File: src/design/ffa_pkg.sv
`default_nettype none
package ffa_pkg;

  // One free extent as it sits in a cell of the list.
  typedef struct packed {
    logic [31:0] start;
    logic [31:0] len;
  } ext_t;

  localparam logic [31:0] ROUND_ADD  = 32'h0000_0fff;
  localparam logic [31:0] ROUND_MASK = 32'hffff_f000;
  localparam logic [31:0] SAT32      = 32'hffff_ffff;

  localparam logic OP_ALLOC = 1'b0;
  localparam logic OP_FREE  = 1'b1;

  localparam logic ST_OK   = 1'b0;
  localparam logic ST_FAIL = 1'b1;

  function automatic logic [31:0] sat_add(input logic [31:0] a, input logic [31:0] b);
    logic [32:0] s;
    s = {1'b0, a} + {1'b0, b};
    return s[32] ? SAT32 : s[31:0];
  endfunction

endpackage
`default_nettype wire

File: src/design/ffa_cell.sv
`default_nettype none
module ffa_cell (
  input  wire logic          clk,
  input  wire logic          shift_en,
  input  wire ffa_pkg::ext_t d_in,
  output ffa_pkg::ext_t      q
);
  import ffa_pkg::*;

  ext_t ext_r;

  always_ff @(posedge clk) begin
    if (shift_en) begin
      ext_r <= d_in;
    end
  end

  assign q = ext_r;

endmodule
`default_nettype wire

File: config.mk
export PLATFORM = sky130hd
export DESIGN_NAME = ffa_cell
export DESIGN_NICKNAME = d
export VERILOG_FILES = /design/src/design/ffa_pkg.sv /design/src/design/ffa_cell.sv
export SDC_FILE = /design/constraint.sdc
export NUM_CORES = 1
export LEC_CHECK = 0
export BUFFER_PORTS_ARGS = -buffer_cell sky130_fd_sc_hd__buf_4
export CORE_ASPECT_RATIO = 0.5
export CORE_MARGIN = 2
export CORE_UTILIZATION = 43
export DETAILED_ROUTE_END_ITERATION = 10
export PLACE_DENSITY = 0.82
export SYNTH_ARGS = -nofsm -noshare
export SYNTH_HDL_FRONTEND = slang
export SYNTH_SLANG_ARGS = --single-unit
File: constraint.sdc
create_clock -name clk -period 0.8 [get_ports clk]
set_input_delay 0.04 -clock clk [delete_from_list [all_inputs] [get_ports clk]]
set_output_delay 0.04 -clock clk [all_outputs]
set_load 0.01 [all_outputs]
==> results.toml <==
[power]
power.leakage_nw = 1.69
fin_total_pwr_mw = 7.92
power.density_nw_per_um2 = 1960
ir_worst_vdd_mv = 1.72

[critical_path]
slowest_delay_ps = 430
critPathKind = "register to primary output"
crit_fanout = 1
worst-path-buf-inv = 1
critPathCaptureType = "primary output"
crit_chain = "buf_6"
worstSetupStartpointType = "register"
required_ps = 760
worstPathArrival_ps = 940
crit_family = "flip-flops"
cp_slowest_cell = "edfxtp_1"

[floorplanning]
start_util = 0.443
die_x_um = 98.5
coreArea_um2 = 4340
die_area_um2 = 5050
die_y_um = 51.3
rows = 17
pin_count = 130

[global_route]
grt_max_degree = 35
antenna_found_initial = 0
grt_pass1_vias = 1681
grt_pass1_wl_um = 10200
grt_overflow = 0
grtUsageTotal = 0.296

[clock_network]
cts_root_buf = "clkbuf_8"
cts_max_level = 3
numCtsBuffers = 9
cts_buffer_depth = 2
tritoncts = "built"
clkSinkCount = 64
path_clk_slew_ps = 80

[logic_synthesis]
synth_area_per_cell_um2 = 30.0
syn_inst = 64
yosysMostFrequentCell = "edfxtp_1"
synth-edff-count = 64
synth_top_area_frac = 1.00
ys_seq_elements = 64
yosysTopAreaCell = "edfxtp_1"
synth_common_cells = "64 x edfxtp_1"
synth_area_um2 = 1920
synthTopCellsByArea = "edfxtp_1 100%"
yosysWarnings = 0
seq_area_frac_synth = 1.00
synthArstFlopShare = 0
yosysUniqueCellTypes = 1
synth_ff_type = "edfxtp_1"
synth.net_count = 130

[timing]
fmax_mhz = 1030
slew_viol_final = 0
final.setup.worst_slack_ps = -175
hold_ws_ps = 165
rsz0062_at_grt = "true"
setup_violations = 64
worstMarginPinSlew_ps = 192
relSlewSlack = 0.872
finalCritPeriodShare = 1.22
fin_crit_ps = 975
hold_viol_final = 0

[route]
drt-wirelength-per-cell_um = 24.8
vias = 1599
antenna_left = 0
drtIter0Drc = 101
firstDrtPassIters = 4
drc = 0
finalWirelength_um = 8250
via_per_inst = 4.82

[finish]
areaGrowthSynthToFinish_pct = 110
nNetsFinal = 336
multi_input_area_um2 = 0
drive_gt1_frac = 0.520
multiInputCombCellCount = 0
stdcell_count = 332
largest_register_ffs = 64
num_antenna_cells = 0

[worst_hold_path]
hold_path.class = "input pin to register"

[placed_design]
portBuffers = 129
dp.cells = 252
dp_slack_ps = 108
gpl.final_weighted_congestion = 0.651

[outcome]
failed_checks = "setup timing"
status = "finished, violations left"

[flow_run]
max-cap-violations = 0
## per-stage QoR
stage                     area (um2)  setup TNS (ps)   util
after detailed placement        3000               0  0.692
after floorplan                 1920               0      -
final                           4040           -8510  0.930
after global placement          3000               0  0.692
after global routing            4040          -10210  0.930
after CTS                       3960           -6790  0.912
## cell type report
cell class,count,area (um2)
clock buffers,12,135
clock inverters,4,21.3
fillers,120,304
flip-flops and latches,64,1920
well taps,57,71.3
repair buffers,195,1890
## timing repair
action                                  4_1_cts  5_1_grt
gates resized for setup                      42       21
setup buffers                                 0        0
endpoints found under the setup margin       64       64
endpoints found under the hold margin        64        0
hold buffers                                 64        0
## where the power goes
part	total (mW)	internal (mW)	switching, mW
sequential	4.15	3.99	0.156
clock	2.41	1.11	1.30
combinational	1.35	0.865	0.489
total	7.92	5.97	1.95
## logic make-up after synthesis
group,synth area share
flops,1.00
## routing by layer
layer	vias to the layer above	GRT usage	share of wire
li1	671	-	-
met1	810	0.344	0.36
met2	96	0.526	0.53
met3	22	0.0985	0.066
met4	0	0.105	0.036
met5	-	0	0
## placed cells by master (no fill, tap or decap)
cell           instances
buf_4                 66
dlygate4sd3_1         64
edfxtp_1              64
buf_6                 63
clkbuf_8               9
clkbuf_1               3
clkinv_2               2
buf_12                 2
clkinvlp_4             1
clkinv_1               1
## worst paths after layout
kind	startpoint	to	slack, ps	depth (start not counted)
worst max-delay path	q[41]$_DFFE_PP_	q[41]	-180	1
worst min-delay path	shift_en	q[62]$_DFFE_PP_	170	2
No activity file was read; power rests on OpenSTA's default activity.
