## config.mk

```make
export PLATFORM = sky130hd
export DESIGN_NAME = ffa_ctrl
export DESIGN_NICKNAME = d
export VERILOG_FILES = /design/src/design/ffa_pkg.sv /design/src/design/ffa_ctrl.sv
export SDC_FILE = /design/constraint.sdc
export NUM_CORES = 2
export LEC_CHECK = 0
export BUFFER_PORTS_ARGS = -buffer_cell sky130_fd_sc_hd__buf_2
export CAP_MARGIN = 5
export CORE_MARGIN = 3
export CORE_UTILIZATION = 56
export DETAILED_ROUTE_END_ITERATION = 6
export PLACE_DENSITY = 0.79
export SLEW_MARGIN = 20
export SYNTH_ARGS = -nofsm -noshare
export SYNTH_HDL_FRONTEND = slang
export SYNTH_SLANG_ARGS = --single-unit
```

## constraint.sdc

```tcl
create_clock -name clk -period 10.2 [get_ports clk]
set_input_delay 2.04 -clock clk [delete_from_list [all_inputs] [get_ports clk]]
set_output_delay 2.04 -clock clk [all_outputs]
set_load 0.03 [all_outputs]
```

## src/design/ffa_pkg.sv

```systemverilog
`default_nettype none
package ffa_pkg;

  // One free extent as it sits in a cell of the list.
  typedef struct packed {
    logic [31:0] start;
    logic [31:0] len;
  } ext_t;

  localparam logic [31:0] ROUND_ADD  = 32'h0000_0fff;
  localparam logic [31:0] ROUND_MASK = 32'hffff_f000;
  localparam logic [31:0] SAT32      = 32'hffff_ffff;

  localparam logic OP_ALLOC = 1'b0;
  localparam logic OP_FREE  = 1'b1;

  localparam logic ST_OK   = 1'b0;
  localparam logic ST_FAIL = 1'b1;

  function automatic logic [31:0] sat_add(input logic [31:0] a, input logic [31:0] b);
    logic [32:0] s;
    s = {1'b0, a} + {1'b0, b};
    return s[32] ? SAT32 : s[31:0];
  endfunction

endpackage
`default_nettype wire

```

## src/design/ffa_ctrl.sv

```systemverilog
`default_nettype none
module ffa_ctrl #(
  parameter int MAX_EXTENTS = 256
) (
  input  wire logic          clk,
  input  wire logic          rst_n,
  input  wire logic          start,
  output logic               busy,
  input  wire logic          in_op,
  input  wire logic [31:0]   in_block_addr,
  input  wire logic [31:0]   in_block_size,
  input  wire logic          in_round_4k,
  input  wire ffa_pkg::ext_t head,
  output ffa_pkg::ext_t      tail,
  output logic               shift_en,
  output logic               out_valid,
  output logic [31:0]        out_alloc_addr,
  output logic               out_status,
  output logic [31:0]        out_free_total,
  output logic [8:0]         out_entry_count,
  output logic [8:0]         out_peak_entries,
  output logic [31:0]        out_lost_count,
  output logic [31:0]        out_lost_bytes
);
  import ffa_pkg::*;

  localparam int CW = $clog2(MAX_EXTENTS + 1);
  localparam logic [CW-1:0] LAST = CW'(MAX_EXTENTS);

  typedef enum logic [2:0] {
    S_IDLE = 3'b001,
    S_PASS = 3'b010,
    S_DONE = 3'b100
  } state_t;

  // How far the emitted stream trails the head of the ring.
  typedef enum logic [1:0] {
    LAG0 = 2'd0,
    LAG1 = 2'd1,
    LAG2 = 2'd2
  } lag_t;

  state_t        state_r, state_nxt;
  lag_t          lag_r, lag_nxt;
  logic [CW-1:0] t_r, t_nxt;
  logic [CW-1:0] used_r, used_nxt;
  logic [CW-1:0] peak_r, peak_nxt;
  logic [31:0]   lost_cnt_r, lost_cnt_nxt;
  logic [31:0]   lost_bytes_r, lost_bytes_nxt;
  logic [31:0]   sum_r, sum_nxt;
  logic          done_r, done_nxt;
  logic          status_r, status_nxt;
  logic [31:0]   res_addr_r, res_addr_nxt;
  logic          op_r;
  logic [31:0]   addr_r;
  logic [31:0]   size_r;
  logic [32:0]   end_r;
  ext_t          p_r, p_nxt;
  ext_t          e_r, e_nxt;
  logic [31:0]   p_sum_r, p_sum_nxt;
  logic          p_touch_r, p_touch_nxt;

  logic          accept;
  logic [32:0]   rnd_sum;
  logic          rnd_ovf;
  logic [31:0]   rsize;
  logic          hval, yval, next_touch, prev_touch;
  logic [31:0]   new_len;
  ext_t          y;
  logic [CW+8:0] used_ext, peak_ext;

  assign accept  = start && (state_r == S_IDLE);
  assign rnd_sum = {1'b0, in_block_size} + {1'b0, ROUND_ADD};
  assign rnd_ovf = in_round_4k && rnd_sum[32];
  assign rsize   = in_round_4k ? (rnd_sum[31:0] & ROUND_MASK) : in_block_size;

  assign hval       = t_r < used_r;
  assign prev_touch = (t_r != '0) && p_touch_r;
  assign next_touch = hval && (end_r == {1'b0, head.start});
  assign new_len    = head.len - size_r;

  always_comb begin
    state_nxt      = state_r;
    lag_nxt        = lag_r;
    t_nxt          = t_r;
    used_nxt       = used_r;
    peak_nxt       = peak_r;
    lost_cnt_nxt   = lost_cnt_r;
    lost_bytes_nxt = lost_bytes_r;
    sum_nxt        = sum_r;
    done_nxt       = done_r;
    status_nxt     = status_r;
    res_addr_nxt   = res_addr_r;
    e_nxt          = e_r;
    shift_en       = 1'b0;
    y              = p_r;
    p_nxt          = head;

    case (lag_r)
      LAG0: y = head;
      LAG2: begin
        p_nxt = e_r;
        e_nxt = head;
      end
      default: ;
    endcase

    case (state_r)
      S_IDLE: begin
        if (accept) begin
          lag_nxt      = LAG1;
          t_nxt        = '0;
          sum_nxt      = '0;
          done_nxt     = 1'b0;
          res_addr_nxt = '0;
          status_nxt   = rnd_ovf ? ST_FAIL : ST_OK;
          if (rnd_ovf) begin
            sum_nxt   = sum_r;
            state_nxt = S_DONE;
          end else begin
            state_nxt = S_PASS;
          end
        end
      end
      S_PASS: begin
        shift_en = 1'b1;
        if (!done_r && (op_r == OP_ALLOC) && hval && (head.len >= size_r)) begin
          done_nxt     = 1'b1;
          res_addr_nxt = head.start;
          if (new_len == '0) begin
            lag_nxt  = LAG0;
            used_nxt = used_r - 1'b1;
          end else begin
            p_nxt.start = head.start + size_r;
            p_nxt.len   = new_len;
          end
        end else if (!done_r && (op_r == OP_FREE) && (!hval || (head.start > addr_r))) begin
          done_nxt = 1'b1;
          if (prev_touch && next_touch) begin
            y.len    = sat_add(p_sum_r, head.len);
            lag_nxt  = LAG0;
            used_nxt = used_r - 1'b1;
          end else if (prev_touch) begin
            y.len = p_sum_r;
          end else if (next_touch) begin
            p_nxt.start = addr_r;
            p_nxt.len   = sat_add(head.len, size_r);
          end else if (used_r != LAST) begin
            p_nxt.start = addr_r;
            p_nxt.len   = size_r;
            e_nxt       = head;
            lag_nxt     = LAG2;
            used_nxt    = used_r + 1'b1;
            if (peak_r < used_nxt) begin
              peak_nxt = used_nxt;
            end
          end else begin
            status_nxt     = ST_FAIL;
            lost_cnt_nxt   = sat_add(lost_cnt_r, 32'd1);
            lost_bytes_nxt = sat_add(lost_bytes_r, size_r);
          end
        end
        if (yval) begin
          sum_nxt = sat_add(sum_r, y.len);
        end
        t_nxt = t_r + 1'b1;
        if (t_r == LAST) begin
          state_nxt = S_DONE;
          // A free into a full list can still resolve on this last step.
          if (!done_nxt) begin
            status_nxt = ST_FAIL;
          end
        end
      end
      S_DONE: state_nxt = S_IDLE;
      default: state_nxt = S_IDLE;
    endcase
  end

  // The emitted word at step t becomes list entry t-1 once the ring is realigned.
  assign yval = (t_r != '0) && (t_r <= used_r);

  assign p_sum_nxt   = sat_add(p_nxt.len, size_r);
  assign p_touch_nxt = ({1'b0, p_nxt.start} + {1'b0, p_nxt.len}) == {1'b0, addr_r};

  always_ff @(posedge clk) begin
    if (!rst_n) begin
      state_r      <= S_IDLE;
      used_r       <= '0;
      peak_r       <= '0;
      lost_cnt_r   <= '0;
      lost_bytes_r <= '0;
      sum_r        <= '0;
      lag_r        <= LAG1;
      t_r          <= '0;
      done_r       <= 1'b0;
      status_r     <= ST_OK;
      res_addr_r   <= '0;
    end else begin
      state_r      <= state_nxt;
      used_r       <= used_nxt;
      peak_r       <= peak_nxt;
      lost_cnt_r   <= lost_cnt_nxt;
      lost_bytes_r <= lost_bytes_nxt;
      sum_r        <= sum_nxt;
      lag_r        <= lag_nxt;
      t_r          <= t_nxt;
      done_r       <= done_nxt;
      status_r     <= status_nxt;
      res_addr_r   <= res_addr_nxt;
    end
  end

  always_ff @(posedge clk) begin
    if (accept) begin
      op_r   <= in_op;
      addr_r <= in_block_addr;
      size_r <= rsize;
      end_r  <= {1'b0, in_block_addr} + {1'b0, rsize};
    end
    if (state_r == S_PASS) begin
      p_r       <= p_nxt;
      e_r       <= e_nxt;
      p_sum_r   <= p_sum_nxt;
      p_touch_r <= p_touch_nxt;
    end
  end

  assign used_ext = {9'd0, used_r};
  assign peak_ext = {9'd0, peak_r};

  assign busy             = (state_r != S_IDLE);
  assign tail             = y;
  assign out_valid        = (state_r == S_DONE);
  assign out_alloc_addr   = res_addr_r;
  assign out_status       = status_r;
  assign out_free_total   = sum_r;
  assign out_entry_count  = used_ext[8:0];
  assign out_peak_entries = peak_ext[8:0];
  assign out_lost_count   = lost_cnt_r;
  assign out_lost_bytes   = lost_bytes_r;

endmodule
`default_nettype wire

```

==> impl_metrics.toml <==
[outcome]
outcome = "complete, no violations"

[setup_path]
reg2reg_slack_ns = 1.44
critPathCaptureType = "flop"
r2r_cells = 29
cpPeakStageDelay_ns = 0.66
reg2reg_to = "p_touch_r$_DFFE_PP_"
arrival_ns = 10.07
critPathTopFamily = "simple AND/OR/NAND/NOR gates"
cp-start-kind = "input pin"
worst_path_max_delay_cell = "or4_1"
r2r-start = "size_r[3]$_DFFE_PP_"
path_class = "input pin to flop"
path_buf_inv = 5
worstPathRequired_ns = 10.61
worstPathMaxFanout = 6

[sta]
fmax_mhz = 103.5
slew_headroom_pct = 35.74
fin_crit_sh_pct = 94.69
setup_violations = 0
final.setup_skew_ns = 0.03896
hold_viol = 0
min_period_ns = 9.658
rsz0062_at_grt = "no"
worst_pin_slew_ns = 0.9639
slew_viol_final = 0

[placement]
place.gp.congestion = 1.043
port_buffers = 346
place_inst = 5536
hpwl_um = 109500

[cts]
h-tree-depth = 2
cts_root_buf = "clkbuf_16"
cts_buffers = 47
cts_tree = "done"
hold_buffers = 0
clock_sinks = 421
clk_pin_slew_worst_paths_ns = 0.08
clock_latency_ns = 0.62
cts_buffer_depth = 3

[global_route]
grt_usage_pct = 39.41
grt_max_degree = 79
grt_pass1_vias = 34230
antenna_found_initial = 1
grt.overflow.total = 0
grt_first_pass_wirelength_um = 204600

[final_layout]
fin_cells = 5626
final_nets = 5224
drive_gt1_share_pct = 19.88
final_core_util_pct = 66.98
areaGrowthSynthToFinish_pct = 17.26

[die]
die_x_um = 260.6
initial_utilization_pct = 57.12
core_area_um2 = 63540
num_io_pins = 347
die_area_um2 = 67900
rows = 92
dieHeight_um = 260.6

[worst_hold_path]
hold_start = "out_alloc_addr[25]$_SDFFE_PN0P_"
hold_path_class = "flop to flop"
hold_path_depth = 2
min_to = "out_alloc_addr[25]$_SDFFE_PN0P_"

[power_and_ir_drop]
ir_drop_uv = 120.0
leakage_nw = 18.45
powerDensity_nw_per_um2 = 126.0
total_power_mw = 5.364

[logic_synthesis]
synthCells = 4173
synth.distinct_cells = 96
synth_ff_type = "edfxtp_1"
ys_ff_latch = 421
synth-edff-count = 259
synth_top_area_cell = "edfxtp_1"
synth_area_leaders = "edfxtp_1, ha_1, dfxtp_1"
synth_area_per_cell_um2 = 8.698
synth_top_area_share_pct = 21.43
yosysWarnings = 0
async_flop_share_pct = 0
synth_area_um2 = 36300
ys_seq_area_share_pct = 30.36
syn-num-nets = 4657

[drt]
wirelength_um = 137600
drt-initial-drc-count = 3893
viasPerCell = 6.409
dr.pass1.iters = 6
ant_nets = 0
vias = 36060
wl_per_cell_um = 24.46
drc = 0

[job]
maxCapViolations = 0
## power breakdown
| group | internal (mW) | switching, mW |
|---|---|---|
| registers | 1.88 | 0.0454 |
| logic | 0.688 | 1.06 |
| clock network | 0.943 | 0.750 |
## cells in the final DEF, fill, tap and decap left out, drive strengths merged, types with 54 or more instances in the layout
master,netlist,final
inv,175,178
nand4,57,57
dfxtp,162,162
a21o,139,139
nor2,323,323
o22ai,57,57
nand3,121,121
a21oi,453,453
nor2b,54,54
clkbuf,141,56
o21ai,263,263
nor3,67,67
edfxtp,259,259
nand2b,55,55
mux2,116,116
xor2,154,154
nand2,301,301
ha,342,342
buf,29,689
mux2i,116,116
xnor2,190,190
o21a,54,54
## synth_stat cells, drive strengths merged, types with 67 or more instances
| master | n |
|---|---|
| a21o | 139 |
| a21oi | 453 |
| clkbuf | 141 |
| dfxtp | 162 |
| edfxtp | 259 |
| ha | 342 |
| inv | 175 |
| mux2 | 116 |
| mux2i | 116 |
| nand2 | 301 |
| nand3 | 121 |
| nor2 | 323 |
| nor3 | 67 |
| o21ai | 263 |
| xnor2 | 190 |
| xor2 | 154 |
## how the worst max path moves through the flow
stage                            start                   to  slack, ns  depth (start not counted)
6_report                       head[8]  p_touch_r$_DFFE_PP_       0.54                         29
5_1_grt                        head[0]  p_touch_r$_DFFE_PP_       0.22                         29
4_1_cts                        head[0]  p_touch_r$_DFFE_PP_       0.40                         29
3_5_place_dp                   head[0]  p_touch_r$_DFFE_PP_      -0.21                         29
3_3_place_gp                   head[0]  p_touch_r$_DFFE_PP_      -0.10                         29
2_1_floorplan  state_r[2]$_SDFFE_PN0P_  p_touch_r$_DFFE_PP_       0.40                         19
## per-layer routing
metal,vias up,wire [um],global-route usage (%)
met1,17060,53610,50.50
met5,-,0,0.4386
met3,374,13900,7.230
met2,1955,61290,62.89
met4,0,8814,21.76
li1,16670,-,-
## registers in the layout (all words and copies together) (netlist names), 2 cells and up
signal            flops
e_r                  64
p_r                  64
end_r                33
addr_r               32
out_alloc_addr       32
out_free_total       32
out_lost_bytes       32
out_lost_count       32
p_sum_r              32
size_r               32
out_entry_count       9
out_peak_entries      9
t_r                   9
state_r               3
lag_r                 2
## final cells by class
cell class / instances / area [um^2]
Tap cell: 846 / 1059
Clock inverter: 31 / 264.0
Fill cell: 5168 / 20980
Clock buffer: 56 / 1230
Antenna cell: 2 / 5.005
Inverter: 175 / 668.1
Sequential cell: 421 / 11020
Multi-Input combinational cell: 3406 / 23970
Timing Repair Buffer: 689 / 4344
## cell families (layout without fill, tap and decap cells)
| logic type | after synthesis | after routing | share of synthesized area [%] |
|---|---|---|---|
| flops | 421 | 421 | 30.36 |
| xor+xnor | 344 | 344 | 8.301 |
| buf+inv | 346 | 951 | 3.806 |
| mux | 232 | 232 | 6.798 |
| other cells | 0 | 2 | 0 |
| fa+ha+maj | 351 | 351 | 12.29 |
| simple gates | 1160 | 1160 | 15.46 |
| compound gates | 1319 | 1319 | 22.99 |
## through the flow
stage	setup TNS, ns	setup WS [ns]	cell area (um^2)	hold WS (ns)
2_1_floorplan	0	0.3978	36300	0.4441
3_3_place_gp	-0.1037	-0.1037	41040	0.4501
3_5_place_dp	-0.2104	-0.2104	41040	0.4581
4_1_cts	0	0.4006	42530	0.4688
5_1_grt	0	0.2182	42560	0.4860
6_report	0	0.5420	42560	0.4711
## what timing repair did
action | 4_1_cts | 5_1_grt
hold endpoints to repair | 0 | 0
resized for setup | 0 | 2
endpoints found under the setup margin | 0 | 1
setup buffers | 0 | 0
## tightest hold or removal path, cell delays in order, from the launching register on
cell and delay (ns):
dfxtp_1 0.30, nand3_1 0.06, a21oi_1 0.06
(Power assumes the default switching activity.)
